==> config.mk <==
export PLATFORM = sky130hd
export DESIGN_NAME = http_request_line_parser_unit_flat
export DESIGN_NICKNAME = d
export VERILOG_FILES = /design/src/hdl/http_rlp_pkg.sv /design/src/hdl/http_rlp_if.sv /design/src/hdl/http_rlp_front.sv /design/src/hdl/http_rlp_fifo.sv /design/src/hdl/http_rlp_back.sv /design/src/hdl/http_request_line_parser_unit.sv /design/src/flat_wrapper.sv
export SDC_FILE = /design/constraint.sdc
export NUM_CORES = 1
export LEC_CHECK = 0
export CORE_MARGIN = 3
export CORE_UTILIZATION = 40
export DETAILED_ROUTE_END_ITERATION = 6
export DONT_BUFFER_PORTS = 1
export PLACE_DENSITY = 0.52
export SYNTH_ARGS = -nofsm -noshare
export SYNTH_HDL_FRONTEND = slang
export SYNTH_SLANG_ARGS = --single-unit
==> constraint.sdc <==
create_clock -name i_clk -period 5 [get_ports i_clk]
set_clock_uncertainty 0.05 [all_clocks]
set_input_delay 0.25 -clock i_clk [delete_from_list [all_inputs] [get_ports i_clk]]
set_output_delay 0.25 -clock i_clk [all_outputs]
set_load 0.03 [all_outputs]
==> src/hdl/http_rlp_pkg.sv <==
`timescale 1ns / 1ps
// ----------------------------------------------------------------------------
// http_rlp_pkg
// Types, character constants and method tables for the request line parser.
// ----------------------------------------------------------------------------
package http_rlp_pkg;

    // Method codes reported in the end record
    localparam logic [2:0] METH_GET     = 3'd0;
    localparam logic [2:0] METH_PUT     = 3'd1;
    localparam logic [2:0] METH_POST    = 3'd2;
    localparam logic [2:0] METH_DELETE  = 3'd3;
    localparam logic [2:0] METH_UNKNOWN = 3'd4;

    // Result kinds
    localparam logic KIND_URI = 1'b0;
    localparam logic KIND_END = 1'b1;

    // Character constants
    localparam logic [7:0] CH_NUL   = 8'h00;
    localparam logic [7:0] CH_TAB   = 8'h09;
    localparam logic [7:0] CH_CR    = 8'h0D;
    localparam logic [7:0] CH_SPACE = 8'h20;
    localparam logic [7:0] CH_UP_A  = 8'h41;
    localparam logic [7:0] CH_UP_Z  = 8'h5A;
    localparam logic [7:0] CH_CASE  = 8'h20;

    // Queue between front and back
    localparam int Q_DEPTH = 4;
    localparam int Q_AW    = 2;

    // Parse phase
    typedef enum logic [1:0] {
        PH_METHOD,
        PH_SKIP,
        PH_URI,
        PH_DONE
    } t_phase;

    // One classified byte: an optional URI byte and an optional end record
    typedef struct packed {
        logic       has_uri;
        logic [7:0] uri_char;
        logic       has_end;
        logic [2:0] method_code;
        logic       ok;
    } t_entry;

    // Queue status seen by the front
    typedef struct packed {
        logic empty;
        logic full;
    } t_q_status;

    // Length of each method name
    function automatic logic [2:0] method_len(input logic [1:0] idx);
        logic [2:0] len;
        unique case (idx)
            2'd0:    len = 3'd3;
            2'd1:    len = 3'd3;
            2'd2:    len = 3'd4;
            default: len = 3'd6;
        endcase
        return len;
    endfunction

    // Lower-case text of each method name, position by position
    function automatic logic [7:0] method_char(input logic [1:0] idx, input logic [2:0] pos);
        logic [7:0] c;
        c = 8'h00;
        unique case (idx)
            2'd0: begin
                unique case (pos)
                    3'd0:    c = "g";
                    3'd1:    c = "e";
                    3'd2:    c = "t";
                    default: c = 8'h00;
                endcase
            end
            2'd1: begin
                unique case (pos)
                    3'd0:    c = "p";
                    3'd1:    c = "u";
                    3'd2:    c = "t";
                    default: c = 8'h00;
                endcase
            end
            2'd2: begin
                unique case (pos)
                    3'd0:    c = "p";
                    3'd1:    c = "o";
                    3'd2:    c = "s";
                    3'd3:    c = "t";
                    default: c = 8'h00;
                endcase
            end
            default: begin
                unique case (pos)
                    3'd0:    c = "d";
                    3'd1:    c = "e";
                    3'd2:    c = "l";
                    3'd3:    c = "e";
                    3'd4:    c = "t";
                    3'd5:    c = "e";
                    default: c = 8'h00;
                endcase
            end
        endcase
        return c;
    endfunction

endpackage

==> src/hdl/http_rlp_if.sv <==
`timescale 1ns / 1ps
// ----------------------------------------------------------------------------
// http_rlp_in_if / http_rlp_out_if
// Valid/ready channels for request bytes and parse results.
// ----------------------------------------------------------------------------
interface http_rlp_in_if;
    logic       valid;
    logic       ready;
    logic [7:0] ch;
    logic       last;

    modport source (output valid, output ch, output last, input ready);
    modport sink   (input valid, input ch, input last, output ready);
endinterface

interface http_rlp_out_if;
    logic       valid;
    logic       ready;
    logic       kind;
    logic [7:0] uri_char;
    logic [2:0] method_code;
    logic       ok;

    modport source (output valid, output kind, output uri_char, output method_code,
                    output ok, input ready);
    modport sink   (input valid, input kind, input uri_char, input method_code,
                    input ok, output ready);
endinterface

==> src/hdl/http_rlp_front.sv <==
`timescale 1ns / 1ps
// ----------------------------------------------------------------------------
// http_rlp_front
// Accept request bytes, track the parse phase and method match, and push
// one classified entry per byte that causes a result.
// ----------------------------------------------------------------------------
module http_rlp_front #(
    parameter int URI_MAX_LEN = 64
) (
    input  logic                   i_clk,
    input  logic                   i_rst_n,
    http_rlp_in_if.sink            i_in,
    input  http_rlp_pkg::t_q_status i_q_status,
    output logic                   o_push,
    output http_rlp_pkg::t_entry   o_entry
);

    localparam int CntW = (URI_MAX_LEN > 2) ? $clog2(URI_MAX_LEN) : 1;
    localparam logic [CntW-1:0] UriLimit = CntW'(URI_MAX_LEN - 1);

    http_rlp_pkg::t_phase r_phase, n_phase, w_phase_step;
    logic [2:0]      r_len, n_len;
    logic [3:0]      r_mask, n_mask;
    logic [CntW-1:0] r_cnt, n_cnt;
    logic            r_ended, n_ended;

    logic       w_accept;
    logic [7:0] w_lc;
    logic       w_is_ws;
    logic       w_active;
    logic       w_uri_take;
    logic       w_uri_emit;
    logic       w_found;
    logic [2:0] w_code;

    // Take a byte whenever the queue has room
    assign i_in.ready = !i_q_status.full;
    assign w_accept   = i_in.valid && i_in.ready;

    // Classify the byte
    assign w_lc = (i_in.ch >= http_rlp_pkg::CH_UP_A && i_in.ch <= http_rlp_pkg::CH_UP_Z)
                  ? (i_in.ch + http_rlp_pkg::CH_CASE) : i_in.ch;
    assign w_is_ws = (i_in.ch == http_rlp_pkg::CH_SPACE) ||
                     (i_in.ch >= http_rlp_pkg::CH_TAB && i_in.ch <= http_rlp_pkg::CH_CR);
    assign w_active = !r_ended && (i_in.ch != http_rlp_pkg::CH_NUL);

    // Next phase
    always_comb begin
        w_phase_step = r_phase;
        w_uri_take   = 1'b0;
        if (w_active) begin
            unique case (r_phase)
                http_rlp_pkg::PH_METHOD: begin
                    if (i_in.ch == http_rlp_pkg::CH_SPACE) begin
                        w_phase_step = http_rlp_pkg::PH_SKIP;
                    end
                end
                http_rlp_pkg::PH_SKIP: begin
                    if (!w_is_ws) begin
                        w_phase_step = http_rlp_pkg::PH_URI;
                        w_uri_take   = 1'b1;
                    end
                end
                http_rlp_pkg::PH_URI: begin
                    if (i_in.ch == http_rlp_pkg::CH_SPACE) begin
                        w_phase_step = http_rlp_pkg::PH_DONE;
                    end else begin
                        w_uri_take = 1'b1;
                    end
                end
                http_rlp_pkg::PH_DONE: begin
                    w_phase_step = http_rlp_pkg::PH_DONE;
                end
                default: begin
                    w_phase_step = r_phase;
                end
            endcase
        end
        n_phase = i_in.last ? http_rlp_pkg::PH_METHOD : w_phase_step;
    end

    // Method match, URI count and end-of-string flag
    always_comb begin
        n_len   = r_len;
        n_mask  = r_mask;
        n_cnt   = r_cnt;
        n_ended = r_ended;
        if (!r_ended && i_in.ch == http_rlp_pkg::CH_NUL) begin
            n_ended = 1'b1;
        end
        if (w_active && r_phase == http_rlp_pkg::PH_METHOD) begin
            for (int i = 0; i < 4; i++) begin
                if (i_in.ch == http_rlp_pkg::CH_SPACE) begin
                    if (http_rlp_pkg::method_len(2'(i)) != r_len) begin
                        n_mask[i] = 1'b0;
                    end
                end else if (r_len >= http_rlp_pkg::method_len(2'(i)) ||
                             http_rlp_pkg::method_char(2'(i), r_len) != w_lc) begin
                    n_mask[i] = 1'b0;
                end
            end
            if (i_in.ch != http_rlp_pkg::CH_SPACE && r_len != 3'd7) begin
                n_len = r_len + 3'd1;
            end
        end
        if (w_uri_emit) begin
            n_cnt = r_cnt + CntW'(1);
        end
    end

    assign w_uri_emit = w_uri_take && (r_cnt < UriLimit);

    // Pick the method from the updated mask
    always_comb begin
        w_found = (w_phase_step != http_rlp_pkg::PH_METHOD);
        w_code  = http_rlp_pkg::METH_UNKNOWN;
        if (w_found) begin
            priority if (n_mask[0]) begin
                w_code = http_rlp_pkg::METH_GET;
            end else if (n_mask[1]) begin
                w_code = http_rlp_pkg::METH_PUT;
            end else if (n_mask[2]) begin
                w_code = http_rlp_pkg::METH_POST;
            end else if (n_mask[3]) begin
                w_code = http_rlp_pkg::METH_DELETE;
            end else begin
                w_code = http_rlp_pkg::METH_UNKNOWN;
            end
        end
    end

    // Form the queue entry
    always_comb begin
        o_entry.has_uri     = w_uri_emit;
        o_entry.uri_char    = i_in.ch;
        o_entry.has_end     = i_in.last;
        o_entry.method_code = w_code;
        o_entry.ok          = w_found;
        o_push              = w_accept && (w_uri_emit || i_in.last);
    end

    // Update parse state; the last byte returns it to the reset values
    always_ff @(posedge i_clk) begin
        if (!i_rst_n) begin
            r_phase <= http_rlp_pkg::PH_METHOD;
            r_len   <= 3'd0;
            r_mask  <= 4'hF;
            r_cnt   <= '0;
            r_ended <= 1'b0;
        end else if (w_accept) begin
            r_phase <= n_phase;
            if (i_in.last) begin
                r_len   <= 3'd0;
                r_mask  <= 4'hF;
                r_cnt   <= '0;
                r_ended <= 1'b0;
            end else begin
                r_len   <= n_len;
                r_mask  <= n_mask;
                r_cnt   <= n_cnt;
                r_ended <= n_ended;
            end
        end
    end

endmodule

==> src/hdl/http_rlp_fifo.sv <==
`timescale 1ns / 1ps
// ----------------------------------------------------------------------------
// http_rlp_fifo
// Short queue of classified entries between the front and the back.
// ----------------------------------------------------------------------------
module http_rlp_fifo (
    input  logic                    i_clk,
    input  logic                    i_rst_n,
    input  logic                    i_push,
    input  http_rlp_pkg::t_entry    i_entry,
    input  logic                    i_pop,
    output http_rlp_pkg::t_entry    o_head,
    output http_rlp_pkg::t_q_status o_status
);

    http_rlp_pkg::t_entry r_mem [http_rlp_pkg::Q_DEPTH];
    logic [http_rlp_pkg::Q_AW-1:0] r_wr_ptr;
    logic [http_rlp_pkg::Q_AW-1:0] r_rd_ptr;
    logic [http_rlp_pkg::Q_AW:0]   r_count;
    logic                          w_push;
    logic                          w_pop;

    assign o_status.empty = (r_count == '0);
    assign o_status.full  = (r_count == (http_rlp_pkg::Q_AW + 1)'(http_rlp_pkg::Q_DEPTH));
    assign w_push = i_push && !o_status.full;
    assign w_pop  = i_pop && !o_status.empty;
    assign o_head = r_mem[r_rd_ptr];

    // Store entries
    always_ff @(posedge i_clk) begin
        if (w_push) begin
            r_mem[r_wr_ptr] <= i_entry;
        end
    end

    // Advance pointers and occupancy
    always_ff @(posedge i_clk) begin
        if (!i_rst_n) begin
            r_wr_ptr <= '0;
            r_rd_ptr <= '0;
            r_count  <= '0;
        end else begin
            if (w_push) begin
                r_wr_ptr <= r_wr_ptr + 1'b1;
            end
            if (w_pop) begin
                r_rd_ptr <= r_rd_ptr + 1'b1;
            end
            unique case ({w_push, w_pop})
                2'b10:   r_count <= r_count + 1'b1;
                2'b01:   r_count <= r_count - 1'b1;
                default: r_count <= r_count;
            endcase
        end
    end

endmodule

==> src/hdl/http_rlp_back.sv <==
`timescale 1ns / 1ps
// ----------------------------------------------------------------------------
// http_rlp_back
// Expand each queue entry into a URI byte and/or an end record and drive
// the registered result channel.
// ----------------------------------------------------------------------------
module http_rlp_back (
    input  logic                    i_clk,
    input  logic                    i_rst_n,
    input  http_rlp_pkg::t_entry    i_head,
    input  http_rlp_pkg::t_q_status i_q_status,
    output logic                    o_pop,
    http_rlp_out_if.source          o_out
);

    logic       r_valid;
    logic       r_kind;
    logic [7:0] r_uri_char;
    logic [2:0] r_method_code;
    logic       r_ok;
    logic       r_half;
    logic       w_load;
    logic       w_send_uri;

    // Load a new transaction when the output register is free or draining
    assign w_load     = (!r_valid || o_out.ready) && !i_q_status.empty;
    assign w_send_uri = i_head.has_uri && !r_half;
    assign o_pop      = w_load && (!w_send_uri || !i_head.has_end);

    assign o_out.valid       = r_valid;
    assign o_out.kind        = r_kind;
    assign o_out.uri_char    = r_uri_char;
    assign o_out.method_code = r_method_code;
    assign o_out.ok          = r_ok;

    // Control: output valid and the URI-already-sent flag
    always_ff @(posedge i_clk) begin
        if (!i_rst_n) begin
            r_valid <= 1'b0;
            r_half  <= 1'b0;
        end else begin
            if (w_load) begin
                r_valid <= 1'b1;
                r_half  <= w_send_uri && i_head.has_end;
            end else if (o_out.ready) begin
                r_valid <= 1'b0;
            end
        end
    end

    // Payload
    always_ff @(posedge i_clk) begin
        if (w_load) begin
            if (w_send_uri) begin
                r_kind        <= http_rlp_pkg::KIND_URI;
                r_uri_char    <= i_head.uri_char;
                r_method_code <= http_rlp_pkg::METH_GET;
                r_ok          <= 1'b0;
            end else begin
                r_kind        <= http_rlp_pkg::KIND_END;
                r_uri_char    <= http_rlp_pkg::CH_NUL;
                r_method_code <= i_head.method_code;
                r_ok          <= i_head.ok;
            end
        end
    end

endmodule

==> src/hdl/http_request_line_parser_unit.sv <==
`timescale 1ns / 1ps
// A result passes through the queue and then the output register to o_out.
// The block takes one byte per cycle while the queue has room; a byte that
// yields both a URI byte and an end record occupies the output register twice,
// absorbed by the four-entry queue between the parse front and the result back.
// Reset: synchronous, active low; clears parse state, queue and output valid.
// ----------------------------------------------------------------------------
// http_request_line_parser_unit
// Parse an HTTP request line byte by byte into URI bytes and an end record.
// ----------------------------------------------------------------------------
module http_request_line_parser_unit #(
    parameter int URI_MAX_LEN = 64
) (
    input  logic           i_clk,
    input  logic           i_rst_n,
    http_rlp_in_if.sink    i_in,
    http_rlp_out_if.source o_out
);

    logic                    w_push;
    logic                    w_pop;
    http_rlp_pkg::t_entry    w_entry;
    http_rlp_pkg::t_entry    w_head;
    http_rlp_pkg::t_q_status w_q_status;

    http_rlp_front #(
        .URI_MAX_LEN(URI_MAX_LEN)
    ) u_front (
        .i_clk      (i_clk),
        .i_rst_n    (i_rst_n),
        .i_in       (i_in),
        .i_q_status (w_q_status),
        .o_push     (w_push),
        .o_entry    (w_entry)
    );

    http_rlp_fifo u_fifo (
        .i_clk    (i_clk),
        .i_rst_n  (i_rst_n),
        .i_push   (w_push),
        .i_entry  (w_entry),
        .i_pop    (w_pop),
        .o_head   (w_head),
        .o_status (w_q_status)
    );

    http_rlp_back u_back (
        .i_clk      (i_clk),
        .i_rst_n    (i_rst_n),
        .i_head     (w_head),
        .i_q_status (w_q_status),
        .o_pop      (w_pop),
        .o_out      (o_out)
    );

endmodule

==> src/flat_wrapper.sv <==
// flat-port wrapper written by rule: the top's interface ports become plain ports
module http_request_line_parser_unit_flat 
#(
    parameter int URI_MAX_LEN = 64
)
  (i_clk, i_rst_n, i_in_valid, i_in_ch, i_in_last, i_in_ready, o_out_valid, o_out_kind, o_out_uri_char, o_out_method_code, o_out_ok, o_out_ready);
  http_rlp_in_if i_in_i ();
  http_rlp_out_if o_out_i ();
  input  logic i_clk;
  input  logic i_rst_n;
  input wire logic [$bits(i_in_i.valid)-1:0] i_in_valid;
  input wire logic [$bits(i_in_i.ch)-1:0] i_in_ch;
  input wire logic [$bits(i_in_i.last)-1:0] i_in_last;
  output wire logic [$bits(i_in_i.ready)-1:0] i_in_ready;
  output wire logic [$bits(o_out_i.valid)-1:0] o_out_valid;
  output wire logic [$bits(o_out_i.kind)-1:0] o_out_kind;
  output wire logic [$bits(o_out_i.uri_char)-1:0] o_out_uri_char;
  output wire logic [$bits(o_out_i.method_code)-1:0] o_out_method_code;
  output wire logic [$bits(o_out_i.ok)-1:0] o_out_ok;
  input wire logic [$bits(o_out_i.ready)-1:0] o_out_ready;
  assign i_in_i.valid = i_in_valid;
  assign i_in_i.ch = i_in_ch;
  assign i_in_i.last = i_in_last;
  assign i_in_ready = i_in_i.ready;
  assign o_out_valid = o_out_i.valid;
  assign o_out_kind = o_out_i.kind;
  assign o_out_uri_char = o_out_i.uri_char;
  assign o_out_method_code = o_out_i.method_code;
  assign o_out_ok = o_out_i.ok;
  assign o_out_i.ready = o_out_ready;
  http_request_line_parser_unit #(.URI_MAX_LEN(URI_MAX_LEN)) u_core (.i_clk(i_clk), .i_rst_n(i_rst_n), .i_in(i_in_i), .o_out(o_out_i));
endmodule
---- Word-level counts from Yosys, hierarchy flattened ----
Memories as Yosys holds them, arrays and structs flattened. A register that Yosys moved wholly into a read port is not among the register bits.
Cells that the tools add are included.
operators by class
  $add $sub $neg .......................... 7
  magnitude comparators ................... 8
  equality and inequality tests ........... 21
  muxes and demuxes ....................... 69
  reduce and logical (&&, ||, !) cells .... 46
operators with widths
  cell                                                             count
  two-way mux 8 bit                                                9
  two-way mux 3 bit                                                20
  one-hot mux 7 bit (4 select lines)                               2
  one-hot mux 7 bit (3 select lines)                               2
  inequality test 8 bit                                            4
  two-way mux 1 bit                                                22
  logical AND 1 bit                                                15
  two-way mux 2 bit                                                7
  nonzero test 2 bit                                               7
  two-way mux 6 bit                                                2
  == test 3 bit (second input constant)                            3
  >= comparator 3 bit                                              3
  inequality test 3 bit                                            3
  adder 8 x 6 -> 8 bit (second input constant)                     1
  == test 8 x 6 -> 1 bit (second input constant)                   1
  >= comparator 8 x 4 -> 1 bit (second input constant)             1
  >= comparator 8 x 7 -> 1 bit (second input constant)             1
  less-or-equal comparator 8 x 4 -> 1 bit (second input constant)  1
  less-or-equal comparator 8 x 7 -> 1 bit (second input constant)  1
  logical NOT 8 bit                                                1
  logical OR 1 bit                                                 8
  two-way mux 4 bit                                                2
  inequality test 8 x 6 -> 1 bit (second input constant)           1
  one-hot mux 2 bit (4 select lines)                               1
  other kinds (19)                                                 33
storage, ports and cells
  register bits ........................... 38
  RAM bits ................................ 56
  input bits .............................. 13
  output and inout port bits .............. 15
  word-level logic and storage cells ...... 166
  memories kept ........................... 1
memory list
  name                 depth  width  read ports  clocked after memory_dff  write ports  RTL line             source
  u_core.u_fifo.r_mem  4      14     1           1                         1            http_rlp_fifo.sv:16  http_rlp_pkg::t_entry r_mem [http_rlp_pkg::Q_DEPTH];

---- Longest topological paths before layout ----
Gate-level depths: netlist (run 1).
  depth after elaboration ................. 15
  depth in mapped cells ................... 14
  mapped depth without buffers ............ 14

---- Modules after synthesis ----
From an unflattened synthesis (run 1), not the netlist that was laid out.
second synthesis, totals
  cells, all modules ...................... 410
  area total of the unflattened synthesis .. 5,004.8 um^2
by module, submodules not included
  module          instances  cells each  area an instance (um^2)  sequential area each (um^2)
  http_rlp_fifo   1          127         2,527.4                  1,861.8
  http_rlp_front  1          246         1,860.5                  320.3
  http_rlp_back   1          37          616.8                    430.4

---- Least setup slack after synthesis (run 1) ----
No wires, ideal clock.
  path type ............................... input to register
  start ................................... input port i_in_ch[3]
  end ..................................... register u_core.u_fifo.r_count[2] in the netlist's numbering
  setup time .............................. 72 ps
  arrival time ............................ 2,863 ps
  required time ........................... 4,878 ps
  slack ................................... 2,016 ps
  cell stages on the path ................. 13
  path buffers ............................ 1
  cells stage by stage .................... or4_1 > buf_2 > nor3_1 > o221ai_1 > a21oi_4 > nor2_2 > inv_1 > ha_1 > inv_1 > fa_1 > xor2_1 > or3_1 > a21oi_1
between the ends
  cells in the longest elaborated chain, start to end .. 12
  elaborated cells on any way between the ends .. 19
  classes of those cells .................. 2 x order compare; 3 x eq/ne; 5 x mux; 9 x reduce/logical
ends and longest elaborated chain
  what                                                                                            RTL line               source
  from (decl)                                                                                     flat_wrapper.sv:12     input wire logic [$bits(i_in_i.ch)-1:0] i_in_ch;
  >= comparator 8 x 4 -> 1 bit / less-or-equal comparator 8 x 4 -> 1 bit (equally long branches)  http_rlp_front.sv:44   (i_in.ch >= http_rlp_pkg::CH_TAB && i_in.ch <= http_rlp_pkg::CH_CR);
  logical AND 1 bit                                                                               http_rlp_front.sv:44
  logical OR 1 bit                                                                                http_rlp_front.sv:43   assign w_is_ws = (i_in.ch == http_rlp_pkg::CH_SPACE) ||
  two-way mux 1 bit                                                                               http_rlp_front.sv:59   if (!w_is_ws) begin
  one-hot mux 1 bit (2 select lines)                                                              http_rlp_front.sv:52   unique case (r_phase)
  two-way mux 1 bit (*)                                                                           http_rlp_front.sv:51   if (w_active) begin
  logical AND 1 bit (*)                                                                           http_rlp_front.sv:111  assign w_uri_emit = w_uri_take && (r_cnt < UriLimit);
  logical OR 1 bit (*)                                                                            http_rlp_front.sv:139  o_push = w_accept && (w_uri_emit || i_in.last);
  logical AND 1 bit (*)                                                                           http_rlp_front.sv:139
  logical AND 1 bit (*)                                                                           http_rlp_fifo.sv:25    assign w_push = i_push && !o_status.full;
  == test 2 x 1 -> 1 bit / == test 2 bit (equally long branches)                                  http_rlp_fifo.sv:49    unique case ({w_push, w_pop})
  one-hot mux 3 bit (2 select lines) / nonzero test 2 bit (equally long branches)                 n/a
  to (signal assigned)                                                                            http_rlp_fifo.sv:50    2'b10: r_count <= r_count + 1'b1;
  to (signal assigned)                                                                            http_rlp_fifo.sv:51    2'b01: r_count <= r_count - 1'b1;
  to (signal assigned)                                                                            http_rlp_fifo.sv:52    default: r_count <= r_count;
  to (decl)                                                                                       http_rlp_fifo.sv:19    logic [http_rlp_pkg::Q_AW:0] r_count;
Every way passes the cells marked *; elsewhere a longest branch is shown, timed or not.
A chain may end at the register's enable or synchronous reset.

==> results of run 1 <==
[metrics by stage]
| step | util [%] | instance area, um^2 | setup WS, ps | total power, mW |
|---|---|---|---|---|
| CTS | 46.2 | 5370 | 1720 | 2.35 |
| global route | 46.2 | 5370 | 1540 | 2.45 |
| detailed placement | 42.5 | 4940 | 1710 | 1.58 |
| floorplan | - | 4850 | 2020 | 1.50 |
| finish | 46.2 | 5370 | 1810 | 2.31 |
| global placement | 42.5 | 4940 | 1770 | 1.58 |
[Yosys cell counts, drive strengths merged, types with 7 or more instances]
master / instances / share of area (%)
nor3: 9 / 0.93
buf: 10 / 1.4
edfxtp: 69 / 43
nor2b: 12 / 1.5
o21ai: 17 / 1.8
dfxtp: 27 / 11
clkbuf: 9 / 0.77
inv: 20 / 1.5
a21oi: 16 / 2.2
nand3: 7 / 0.83
nand2: 29 / 2.2
mux4: 14 / 6.5
nor2: 23 / 1.9
and2: 12 / 1.6
nand2b: 9 / 1.2
ha: 19 / 4.9
[state kept, by name (all words and copies together) (netlist names), named ones only]
register,cells
u_core.u_back.o_out.kind,1
u_core.u_back.o_out.method_code,3
u_core.u_back.o_out.ok,1
u_core.u_back.o_out.uri_char,8
u_core.u_back.o_out.valid,1
u_core.u_back.r_half,1
u_core.u_fifo.r_count,3
u_core.u_fifo.r_mem,56
u_core.u_fifo.r_rd_ptr,2
u_core.u_fifo.r_wr_ptr,2
u_core.u_front.r_cnt,6
u_core.u_front.r_ended,1
u_core.u_front.r_len,3
u_core.u_front.r_mask,4
u_core.u_front.r_phase,2
[power by group]
group          internal (mW)  leakage [nW]  switching [mW]
combinational          0.173         0.774           0.222
clock                  0.449         0.160           0.302
sequential             0.992         0.858           0.173
[worst paths after layout]
path	from	end	slack, ps	cells past startpoint
min	i_rst_n	u_core.u_front.r_phase[1]	30	1
max	flip-flop	u_core.u_fifo.r_count[2]	1810	9
max reg2reg	flip-flop	u_core.u_fifo.r_count[2]	1810	9
min reg2reg	u_core.u_fifo.r_wr_ptr[0]	u_core.u_fifo.r_wr_ptr[0]	450	2
[kinds of logic (layout without fill, tap and decap cells)]
group	Yosys count	after routing	synth area share (%)
flops	96	96	53.9
compound gates	89	89	13.9
xor+xnor	7	7	1.26
buf+inv	40	49	3.84
simple gates	126	126	14.2
fa+ha+maj	20	20	5.31
mux	19	19	7.61
[layer usage]
layer	vias to the layer above	part of all wire, %	routed length [um]
met3	10	4.1	392
li1	1508	-	-
met5	-	0	0
met2	68	49	4680
met4	0	1.1	110
met1	1467	46	4380
[worst max-delay path: cells and delay by family (launching register included)]
| family | cells | cell delay, ps |
|---|---|---|
| DFF | 1 | 750 |
| and+or+nand+nor | 2 | 640 |
| adders and majority gates | 2 | 620 |
| AOI/OAI and AO/OA | 2 | 410 |
| muxes | 1 | 400 |
| xor gates and xnor gates | 1 | 160 |
| buffers and inverters | 1 | 70 |
[cell type report]
| class | instances | area share, % |
|---|---|---|
| clock inverters | 7 | 2.00 |
| flip-flops and latches | 96 | 48.6 |
| well taps | 143 | 3.33 |
| multi-input cells | 261 | 38.2 |
| inverters | 21 | 1.47 |
| clock buffers | 9 | 4.19 |
| repair buffers | 12 | 2.14 |
[repair_timing]
action | CTS | global route
setup buffers | 0 | 0
setup endpoints to repair | 0 | 0
hold buffers | 10 | 0
hold endpoints to repair | 39 | 0
==> flow_metrics.py, run 1 <==
metrics = {
    "status": {
        "status": "finished clean",
    },
    "yosys": {
        "syn_inst": 397,
        "yosysWarnings": 0,
        "synth_area_mm2": 0.00485,
        "synth_edf_count": 69,
        "syn_area_per_cell_um2": 12.2,
        "syn-num-nets": 430,
        "seq_area_frac_synth_pct": 53.9,
        "ys_types": 73,
        "synthArstFlopShare_pct": 0,
        "ys_ff_latch": 96,
        "ys.flop_type": "edfxtp_1",
    },
    "layout": {
        "seq_area_mm2": 0.00261,
        "syn_to_final_growth_pct": 10.7,
        "fin_nets": 434,
        "fin_cells": 549,
        "layout_common_cells": "69 x edfxtp_1, 29 x nand2_1, 27 x dfxtp_1, 21 x nor2_1, 20 x inv_1",
        "antennaDiodeCount": 0,
        "nFillCells": 1052,
        "final_layout_size_suffix_gt1_share_pct": 11.8,
        "final_common_cell": "edfxtp_1",
        "multiInputGateArea_mm2": 0.00205,
    },
    "placement": {
        "gp_congestion": 0.902,
        "hpwl_mm": 6.77,
        "portBuffers": 0,
        "dp_cells": 523,
    },
    "timing": {
        "max_freq_mhz": 314,
        "drv_slew": 0,
        "finalHoldViolations": 0,
        "setup_violations": 0,
        "slew_headroom_pct": 44.4,
        "timing.hold.ws_ps": 33.2,
        "fin_crit_sh_pct": 63.8,
        "fin_crit_ps": 3190,
        "worstMarginPinSlew_ps": 823,
        "setup_tns_ps": 0,
        "rsz0062_at_grt": "no",
    },
    "grt": {
        "grtUsageMet3_pct": 3.89,
        "met1_usage_pct": 21.5,
        "top_usage_layer": "met2",
        "grtUsageMet2_pct": 25.2,
        "grt_pass1_vias": 3054,
        "antenna_found_initial": 0,
        "track_usage_pct": 15.7,
        "grt_pass1_wl_mm": 16.4,
        "overflow": 0,
        "grt_start_max_net_pins": 19,
    },
    "die": {
        "core_mm2": 0.0116,
        "start_util_pct": 41.8,
        "die_w_um": 116,
        "die_h_um": 116,
        "io_pins": 28,
        "std_cell_rows": 39,
        "dieArea_mm2": 0.0135,
    },
    "drt": {
        "dr.pass1.iters": 4,
        "via_per_inst": 5.56,
        "ant_nets": 0,
        "drt-initial-drc-count": 171,
        "vias": 3053,
        "finalWirelength_mm": 9.57,
        "post_drt_wl_per_cell_um": 17.4,
        "route.detailed.drc": 0,
    },
    "clocking": {
        "cts_max_path_buffers": 2,
        "htreeDepth": 3,
        "cts_tree": "done",
        "cts_root_buf": "clkbuf_16",
        "numCtsBuffers": 9,
        "cts_sinks": 96,
        "cts.repair.resized": 0,
        "clk_pin_slew_worst_paths_ps": 70,
        "clk-insertion-delay-late_ps": 340,
    },
    "worst_hold_path": {
        "hold_path_class": "in2reg",
    },
    "critical_path": {
        "crit_fanout": 14,
        "slowest_delay_ps": 750,
        "critPathKind": "reg2reg",
        "cp-start-kind": "flip-flop",
        "required_ps": 5210,
        "cp_cell_sequence": "mux4_2 > nand2b_1 > o21a_1 > ha_1 > inv_1 > fa_1 > xor2_1 > or3_1 > a21oi_1",
        "critPathArrivalTime_ps": 3400,
        "end_kind": "flip-flop",
        "critPathSlowestCell": "dfxtp_1",
    },
    "pwr": {
        "p_leak_nw": 1.79,
        "powerDensity_mw_per_mm2": 430,
        "max-vdd-ir-drop_mv": 0.209,
    },
    "flow_run": {
        "cap_viol_max_count": 0,
    },
}
Note: power is estimated with default switching activity, not from simulation.
==> run 2, diff against run 1 <==
--- a/config.mk
+++ b/config.mk
@@ -5,6 +5,7 @@
 export SDC_FILE = /design/constraint.sdc
 export NUM_CORES = 1
 export LEC_CHECK = 0
+export ABC_AREA = 1
 export CORE_MARGIN = 3
 export CORE_UTILIZATION = 40
 export DETAILED_ROUTE_END_ITERATION = 6
==> constraint.sdc (replaced) <==
create_clock -name i_clk -period 3 [get_ports i_clk]
set_clock_uncertainty 0.05 [all_clocks]
set_input_delay 0.15 -clock i_clk [delete_from_list [all_inputs] [get_ports i_clk]]
set_output_delay 0.15 -clock i_clk [all_outputs]
set_load 0.03 [all_outputs]
==> run 2 against run 1 <==
  * Final cell count grew 31%
  * Register-to-register slack lost 1500 ps
  * Clock power grew 42%
  * Setup slack lost 1500 ps
  * Synthesized cell count grew 38%
  * Largest cell class unchanged
  * Critical endpoint unchanged
  * Count of clock-buffer cells in the layout grew 1
  * Sequential power grew 65%
  * Non-clock buffer count grew 9
  * Power grew 65%
  * Core utilization grew 0.53 points
  * Sequential cell count is the same
  * Via count grew 15%
==> flow_metrics.py, run 2 <==
metrics = {
    "status": {
        "status": "finished clean",
    },
    "drt": {
        "post_drt_wl_per_cell_um": 13.9,
        "dr.pass1.iters": 4,
        "finalWirelength_mm": 9.98,
        "via_per_inst": 4.90,
        "route.detailed.drc": 0,
        "drt-initial-drc-count": 138,
        "vias": 3519,
        "ant_nets": 0,
    },
    "critical_path": {
        "crit_family": "simple AND/OR/NAND/NOR gates",
        "cp_cell_sequence": "inv_1 > nand3_1 > nand2_2 > inv_1 > nand2_1 > nand2_4 > inv_4 > ha_1 > inv_1 > fa_1 > a21oi_1 > o21ai_0 > o21ai_0 > a21oi_1",
        "critPathSlowestCell": "fa_1",
        "required_ps": 3190,
        "cp-start-kind": "flip-flop",
        "slowest_delay_ps": 440,
        "crit_fanout": 10,
        "end_kind": "flip-flop",
        "critPathKind": "reg2reg",
        "crit_path_frequent_cell": "inv_1",
        "critPathArrivalTime_ps": 2860,
        "worst-path-buf-inv": 4,
    },
    "grt": {
        "antenna_found_initial": 0,
        "grt_pass1_vias": 3412,
        "grt_pass1_wl_mm": 16.6,
        "grt_start_max_net_pins": 23,
        "overflow": 0,
        "track_usage_pct": 16.1,
    },
    "yosys": {
        "yosysTopAreaCellShare_pct": 43.1,
        "synth_top_area_cell": "edfxtp_1",
        "synth_edf_count": 69,
        "syn-num-nets": 582,
        "yosysWarnings": 0,
        "ys.flop_type": "edfxtp_1",
        "syn_inst": 549,
        "yosysMostFrequentCell": "nand2_1",
        "syn_area_per_cell_um2": 8.76,
        "synth_area_leaders": "edfxtp_1 43%, dfxtp_1 11%, nand2_1 8.8%, nor2_1 8.0%, ha_1 4.9%",
        "ys_top_cells_by_count": "113 x nand2_1, 102 x nor2_1, 69 x edfxtp_1, 61 x inv_1, 40 x o21ai_0",
        "synthArstFlopShare_pct": 0,
        "ys_types": 33,
        "ys_ff_latch": 96,
        "seq_area_frac_synth_pct": 54.3,
        "synth_area_mm2": 0.00481,
    },
    "placement": {
        "dp_cells": 692,
        "hpwl_mm": 6.93,
        "portBuffers": 0,
        "gp_congestion": 0.848,
    },
    "die": {
        "die_w_um": 116,
        "start_util_pct": 41.6,
        "dieArea_mm2": 0.0134,
        "core_mm2": 0.0116,
        "io_pins": 28,
        "die_h_um": 116,
        "std_cell_rows": 39,
    },
    "clocking": {
        "cts_tree": "done",
        "numCtsBuffers": 9,
        "clk-insertion-delay-late_ps": 350,
        "clk_pin_slew_worst_paths_ps": 70,
        "cts_max_path_buffers": 2,
        "cts_root_buf": "clkbuf_16",
        "cts_sinks": 96,
        "htreeDepth": 3,
        "cts.repair.resized": 0,
    },
    "layout": {
        "fin_cells": 718,
        "antennaDiodeCount": 0,
        "top_register": "u_core.u_fifo.r_mem",
        "largest_reg_flops": 56,
        "fin_nets": 603,
        "final_common_cell": "nand2_1",
        "final_layout_size_suffix_gt1_share_pct": 8.87,
        "syn_to_final_growth_pct": 12.5,
        "layout_common_cells": "113 x nand2_1, 102 x nor2_1, 69 x edfxtp_1, 61 x inv_1, 40 x o21ai_0",
    },
    "flow_run": {
        "cap_viol_max_count": 0,
    },
    "timing": {
        "max_freq_mhz": 373,
        "worstMarginPinSlew_ps": 508,
        "setup_violations": 0,
        "rsz0062_at_grt": "no",
        "fin_crit_sh_pct": 89.3,
        "setup_tns_ps": 0,
        "slew_headroom_pct": 66.0,
        "fin_crit_ps": 2680,
        "finalHoldViolations": 0,
        "drv_slew": 0,
    },
    "pwr": {
        "p_leak_nw": 2.21,
        "max-vdd-ir-drop_mv": 0.258,
        "powerDensity_mw_per_mm2": 706,
    },
    "worst_hold_path": {
        "hold_path_class": "in2reg",
    },
}
==> run 2: changes by cell type after synthesis, sizes merged, moves of 12 or more <==
cell   previous run  this run
nand2            29       121
nor2             23       109
inv              20        66
o21ai            17        48
a21oi            16        32
nand3             7        22
mux4             14         0
and2             12         0
nor2b            12         0
==> run 2: through the flow <==
step | instance area (um^2) | power (mW) | hold slack [ps] | util (%) | worst slack, ps
after CTS | 5410 | 3.88 | 20.5 | 46.8 | 300
after global placement | 5030 | 2.76 | 199 | 43.5 | 406
after floorplan | 4810 | 2.54 | 199 | - | 139
final | 5410 | 3.82 | 23.9 | 46.8 | 321
after detailed placement | 5030 | 2.77 | 199 | 43.5 | 313
after global routing | 5410 | 4.07 | 45.4 | 46.8 | 67.7
==> run 2: cells by family after synthesis <==
kind of cell / synth area share [%]
adders and majority gates: 5.36
xor gates and xnor gates: 0.547
DFF: 54.3
AOI/OAI and AO/OA: 10.5
and+or+nand+nor: 23.0
buffers and inverters: 6.27
==> run 2: final cells by class <==
cell class | count | area, um^2
Sequential cell | 96 | 2610
Multi-Input combinational cell | 375 | 1900
Tap cell | 143 | 179
Timing Repair Buffer | 21 | 183
Clock buffer | 10 | 229
Fill cell | 1096 | 6160
Inverter | 67 | 254
Clock inverter | 6 | 52.6
==> run 2: worst paths after layout <==
path	from	endpoint	slack [ps]	depth (start not counted)
setup / recovery	u_core.u_fifo.r_count[0]	u_core.u_fifo.r_count[2]	320	14
hold / removal	i_rst_n	u_core.u_front.r_ended	20	2
setup reg to reg	u_core.u_fifo.r_count[0]	u_core.u_fifo.r_count[2]	320	14
hold reg to reg	u_core.u_fifo.r_rd_ptr[1]	flip-flop	410	2
==> run 2: timing repair <==
| action | in CTS | in global routing |
|---|---|---|
| endpoints found under the setup margin | 0 | 0 |
| endpoints found under the hold margin | 57 | 0 |
| hold buffers | 10 | 0 |
| buffers inserted | 0 | 0 |
==> run 2: metal layers <==
metal  routed length (um)  part of all wire, %  global-route usage [%]
met3                  329                  3.3                    3.92
met1                 4660                   47                    20.8
met4                   63                 0.63                    6.57
met5                    0                    0                       0
met2                 4930                   49                    26.2
==> run 2: power breakdown <==
part           switching (mW)  internal (mW)
Sequential              0.262           1.66
Combinational           0.557          0.263
Clock                   0.501          0.573
==> run 3, diff against run 2 <==
--- a/config.mk
+++ b/config.mk
@@ -10,7 +10,6 @@
 export CORE_UTILIZATION = 40
 export DETAILED_ROUTE_END_ITERATION = 6
 export DONT_BUFFER_PORTS = 1
-export PLACE_DENSITY = 0.52
 export SYNTH_ARGS = -nofsm -noshare
 export SYNTH_HDL_FRONTEND = slang
 export SYNTH_SLANG_ARGS = --single-unit
==> run 3 against run 2 <==
  * Sequential share of layout area about the same
  * Maximum frequency up 1.7%
  * Non-clock buffer count is 1 lower
  * Count of clock-buffer cells in the layout down 1
  * Combinational power is 0.6% lower
  * Largest cell class unchanged
==> flow_metrics.py, run 3 (synthesis gave the netlist of run 2 again) <==
metrics = {
    "status": {
        "status": "finished clean",
    },
    "grt": {
        "grt_pass1_vias": 3348,
        "track_usage_pct": 15.6,
        "grt_start_max_net_pins": 19,
        "overflow": 0,
        "antenna_found_initial": 0,
        "grt_pass1_wl_mm": 16.2,
    },
    "critical_path": {
        "critPathArrivalTime_ps": 2810,
        "critPathKind": "reg2reg",
        "crit_path_frequent_cell": "inv_1",
        "worst-path-buf-inv": 4,
        "end_kind": "flip-flop",
        "cp-start-kind": "flip-flop",
        "critPathSlowestCell": "fa_1",
        "crit_fanout": 10,
        "slowest_delay_ps": 430,
        "cp_cell_sequence": "inv_1 > nand3_1 > nand2_2 > inv_1 > nand2_1 > nand2_4 > inv_4 > ha_1 > inv_1 > fa_1 > a21oi_1 > o21ai_0 > o21ai_0 > a21oi_1",
        "crit_family": "simple AND/OR/NAND/NOR gates",
        "required_ps": 3180,
    },
    "pwr": {
        "clockPowerShare_pct": 28.5,
        "p_sw_mw": 1.34,
        "sequentialPowerShare_pct": 50.2,
        "p_leak_nw": 2.21,
        "finalPower_mw": 3.84,
        "powerDensity_mw_per_mm2": 710,
        "max-vdd-ir-drop_mv": 0.311,
        "p_sw_share_pct": 34.8,
        "internal-power_mw": 2.50,
        "comb_power_share_pct": 21.2,
    },
    "timing": {
        "fin_crit_sh_pct": 87.8,
        "timing.hold.ws_ps": 31.2,
        "rsz0062_at_grt": "no",
        "fin_crit_ps": 2630,
        "setup_violations": 0,
        "setup_tns_ps": 0,
        "worstMarginPinSlew_ps": 509,
        "max_freq_mhz": 380,
        "drv_slew": 0,
        "finalHoldViolations": 0,
        "slew_headroom_pct": 66.0,
    },
    "clocking": {
        "cts_sinks": 96,
        "clk_pin_slew_worst_paths_ps": 70,
        "cts_hold_buffers": 10,
        "numCtsBuffers": 9,
        "postCtsSetupBuffers": 0,
        "cts_max_path_buffers": 2,
        "clk-insertion-delay-late_ps": 350,
        "htreeDepth": 3,
        "cts_root_buf": "clkbuf_16",
        "cts.repair.resized": 0,
        "cts_tree": "done",
    },
    "placement": {
        "portBuffers": 0,
        "placed_area_mm2": 0.00502,
        "gp_congestion": 0.836,
        "hpwl_mm": 6.86,
    },
    "drt": {
        "ant_nets": 0,
        "via_per_inst": 4.94,
        "drt-initial-drc-count": 288,
        "dr.pass1.iters": 4,
        "post_drt_wl_per_cell_um": 13.9,
        "route.detailed.drc": 0,
        "finalWirelength_mm": 9.99,
        "vias": 3540,
    },
    "layout": {
        "antennaDiodeCount": 0,
        "final_layout_size_suffix_gt1_share_pct": 8.71,
        "design_area_mm2": 0.00541,
        "fin_nets": 602,
        "layout_common_cells": "113 x nand2_1, 102 x nor2_1, 69 x edfxtp_1, 61 x inv_1, 40 x o21ai_0",
        "syn_to_final_growth_pct": 12.4,
        "top_register": "u_core.u_fifo.r_mem",
        "final_common_cell": "nand2_1",
        "largest_reg_flops": 56,
    },
    "die": {
        "dieArea_mm2": 0.0134,
        "core_mm2": 0.0116,
        "std_cell_rows": 39,
        "die_w_um": 116,
        "die_h_um": 116,
        "start_util_pct": 41.6,
        "io_pins": 28,
    },
    "worst_hold_path": {
        "hold_path_class": "in2reg",
    },
    "flow_run": {
        "cap_viol_max_count": 0,
    },
}
==> run 3: cell count changes in the layout (fill, tap and decap cells not counted), sizes merged <==
cell      before  now
buf           11   10
clkinvlp       2    1
inv           68   70
clkbuf        10    9
==> run 3: power groups by stage <==
stage	clock, mW	combinational [mW]	sequential, mW
2_1_floorplan	0	0.596	1.94
3_3_place_gp	0	0.791	1.96
3_5_place_dp	0	0.808	1.96
4_1_cts	1.12	0.829	1.93
5_1_grt	1.17	0.940	1.95
6_report	1.09	0.815	1.93
==> run 3: worst paths after layout <==
kind / startpoint / endpoint / slack [ps] / cells after the start
max: u_core.u_fifo.r_count[0] / u_core.u_fifo.r_count[2] / 370 / 14
max reg2reg: u_core.u_fifo.r_count[0] / u_core.u_fifo.r_count[2] / 370 / 14
min: i_rst_n / u_core.u_front.r_ended / 30 / 2
min reg2reg: u_core.u_fifo.r_rd_ptr[1] / flip-flop / 420 / 2
==> run 3: cell type report <==
type	count	area (um^2)
Clock buffer	9	225
Sequential cell	96	2610
Fill cell	1085	6160
Clock inverter	7	60.1
Multi-Input combinational cell	375	1900
Inverter	67	254
Timing Repair Buffer	20	175
Tap cell	143	179
==> run 3: routing by layer <==
layer / wire length [um] / vias up / global-route usage [%]
li1: - / 1840 / -
met1: 4510 / 1639 / 18.5
met2: 5060 / 46 / 26.9
met3: 208 / 15 / 3.13
met4: 205 / 0 / 7.73
met5: 0 / - / 0
==> run 3: metrics by stage <==
stage	instances	worst slack, ps	utilization (%)
after floorplan	549	139	-
after detailed placement	691	370	43.4
after global routing	717	64.6	46.7
after CTS	717	355	46.7
final	717	367	46.7
after global placement	691	419	43.4
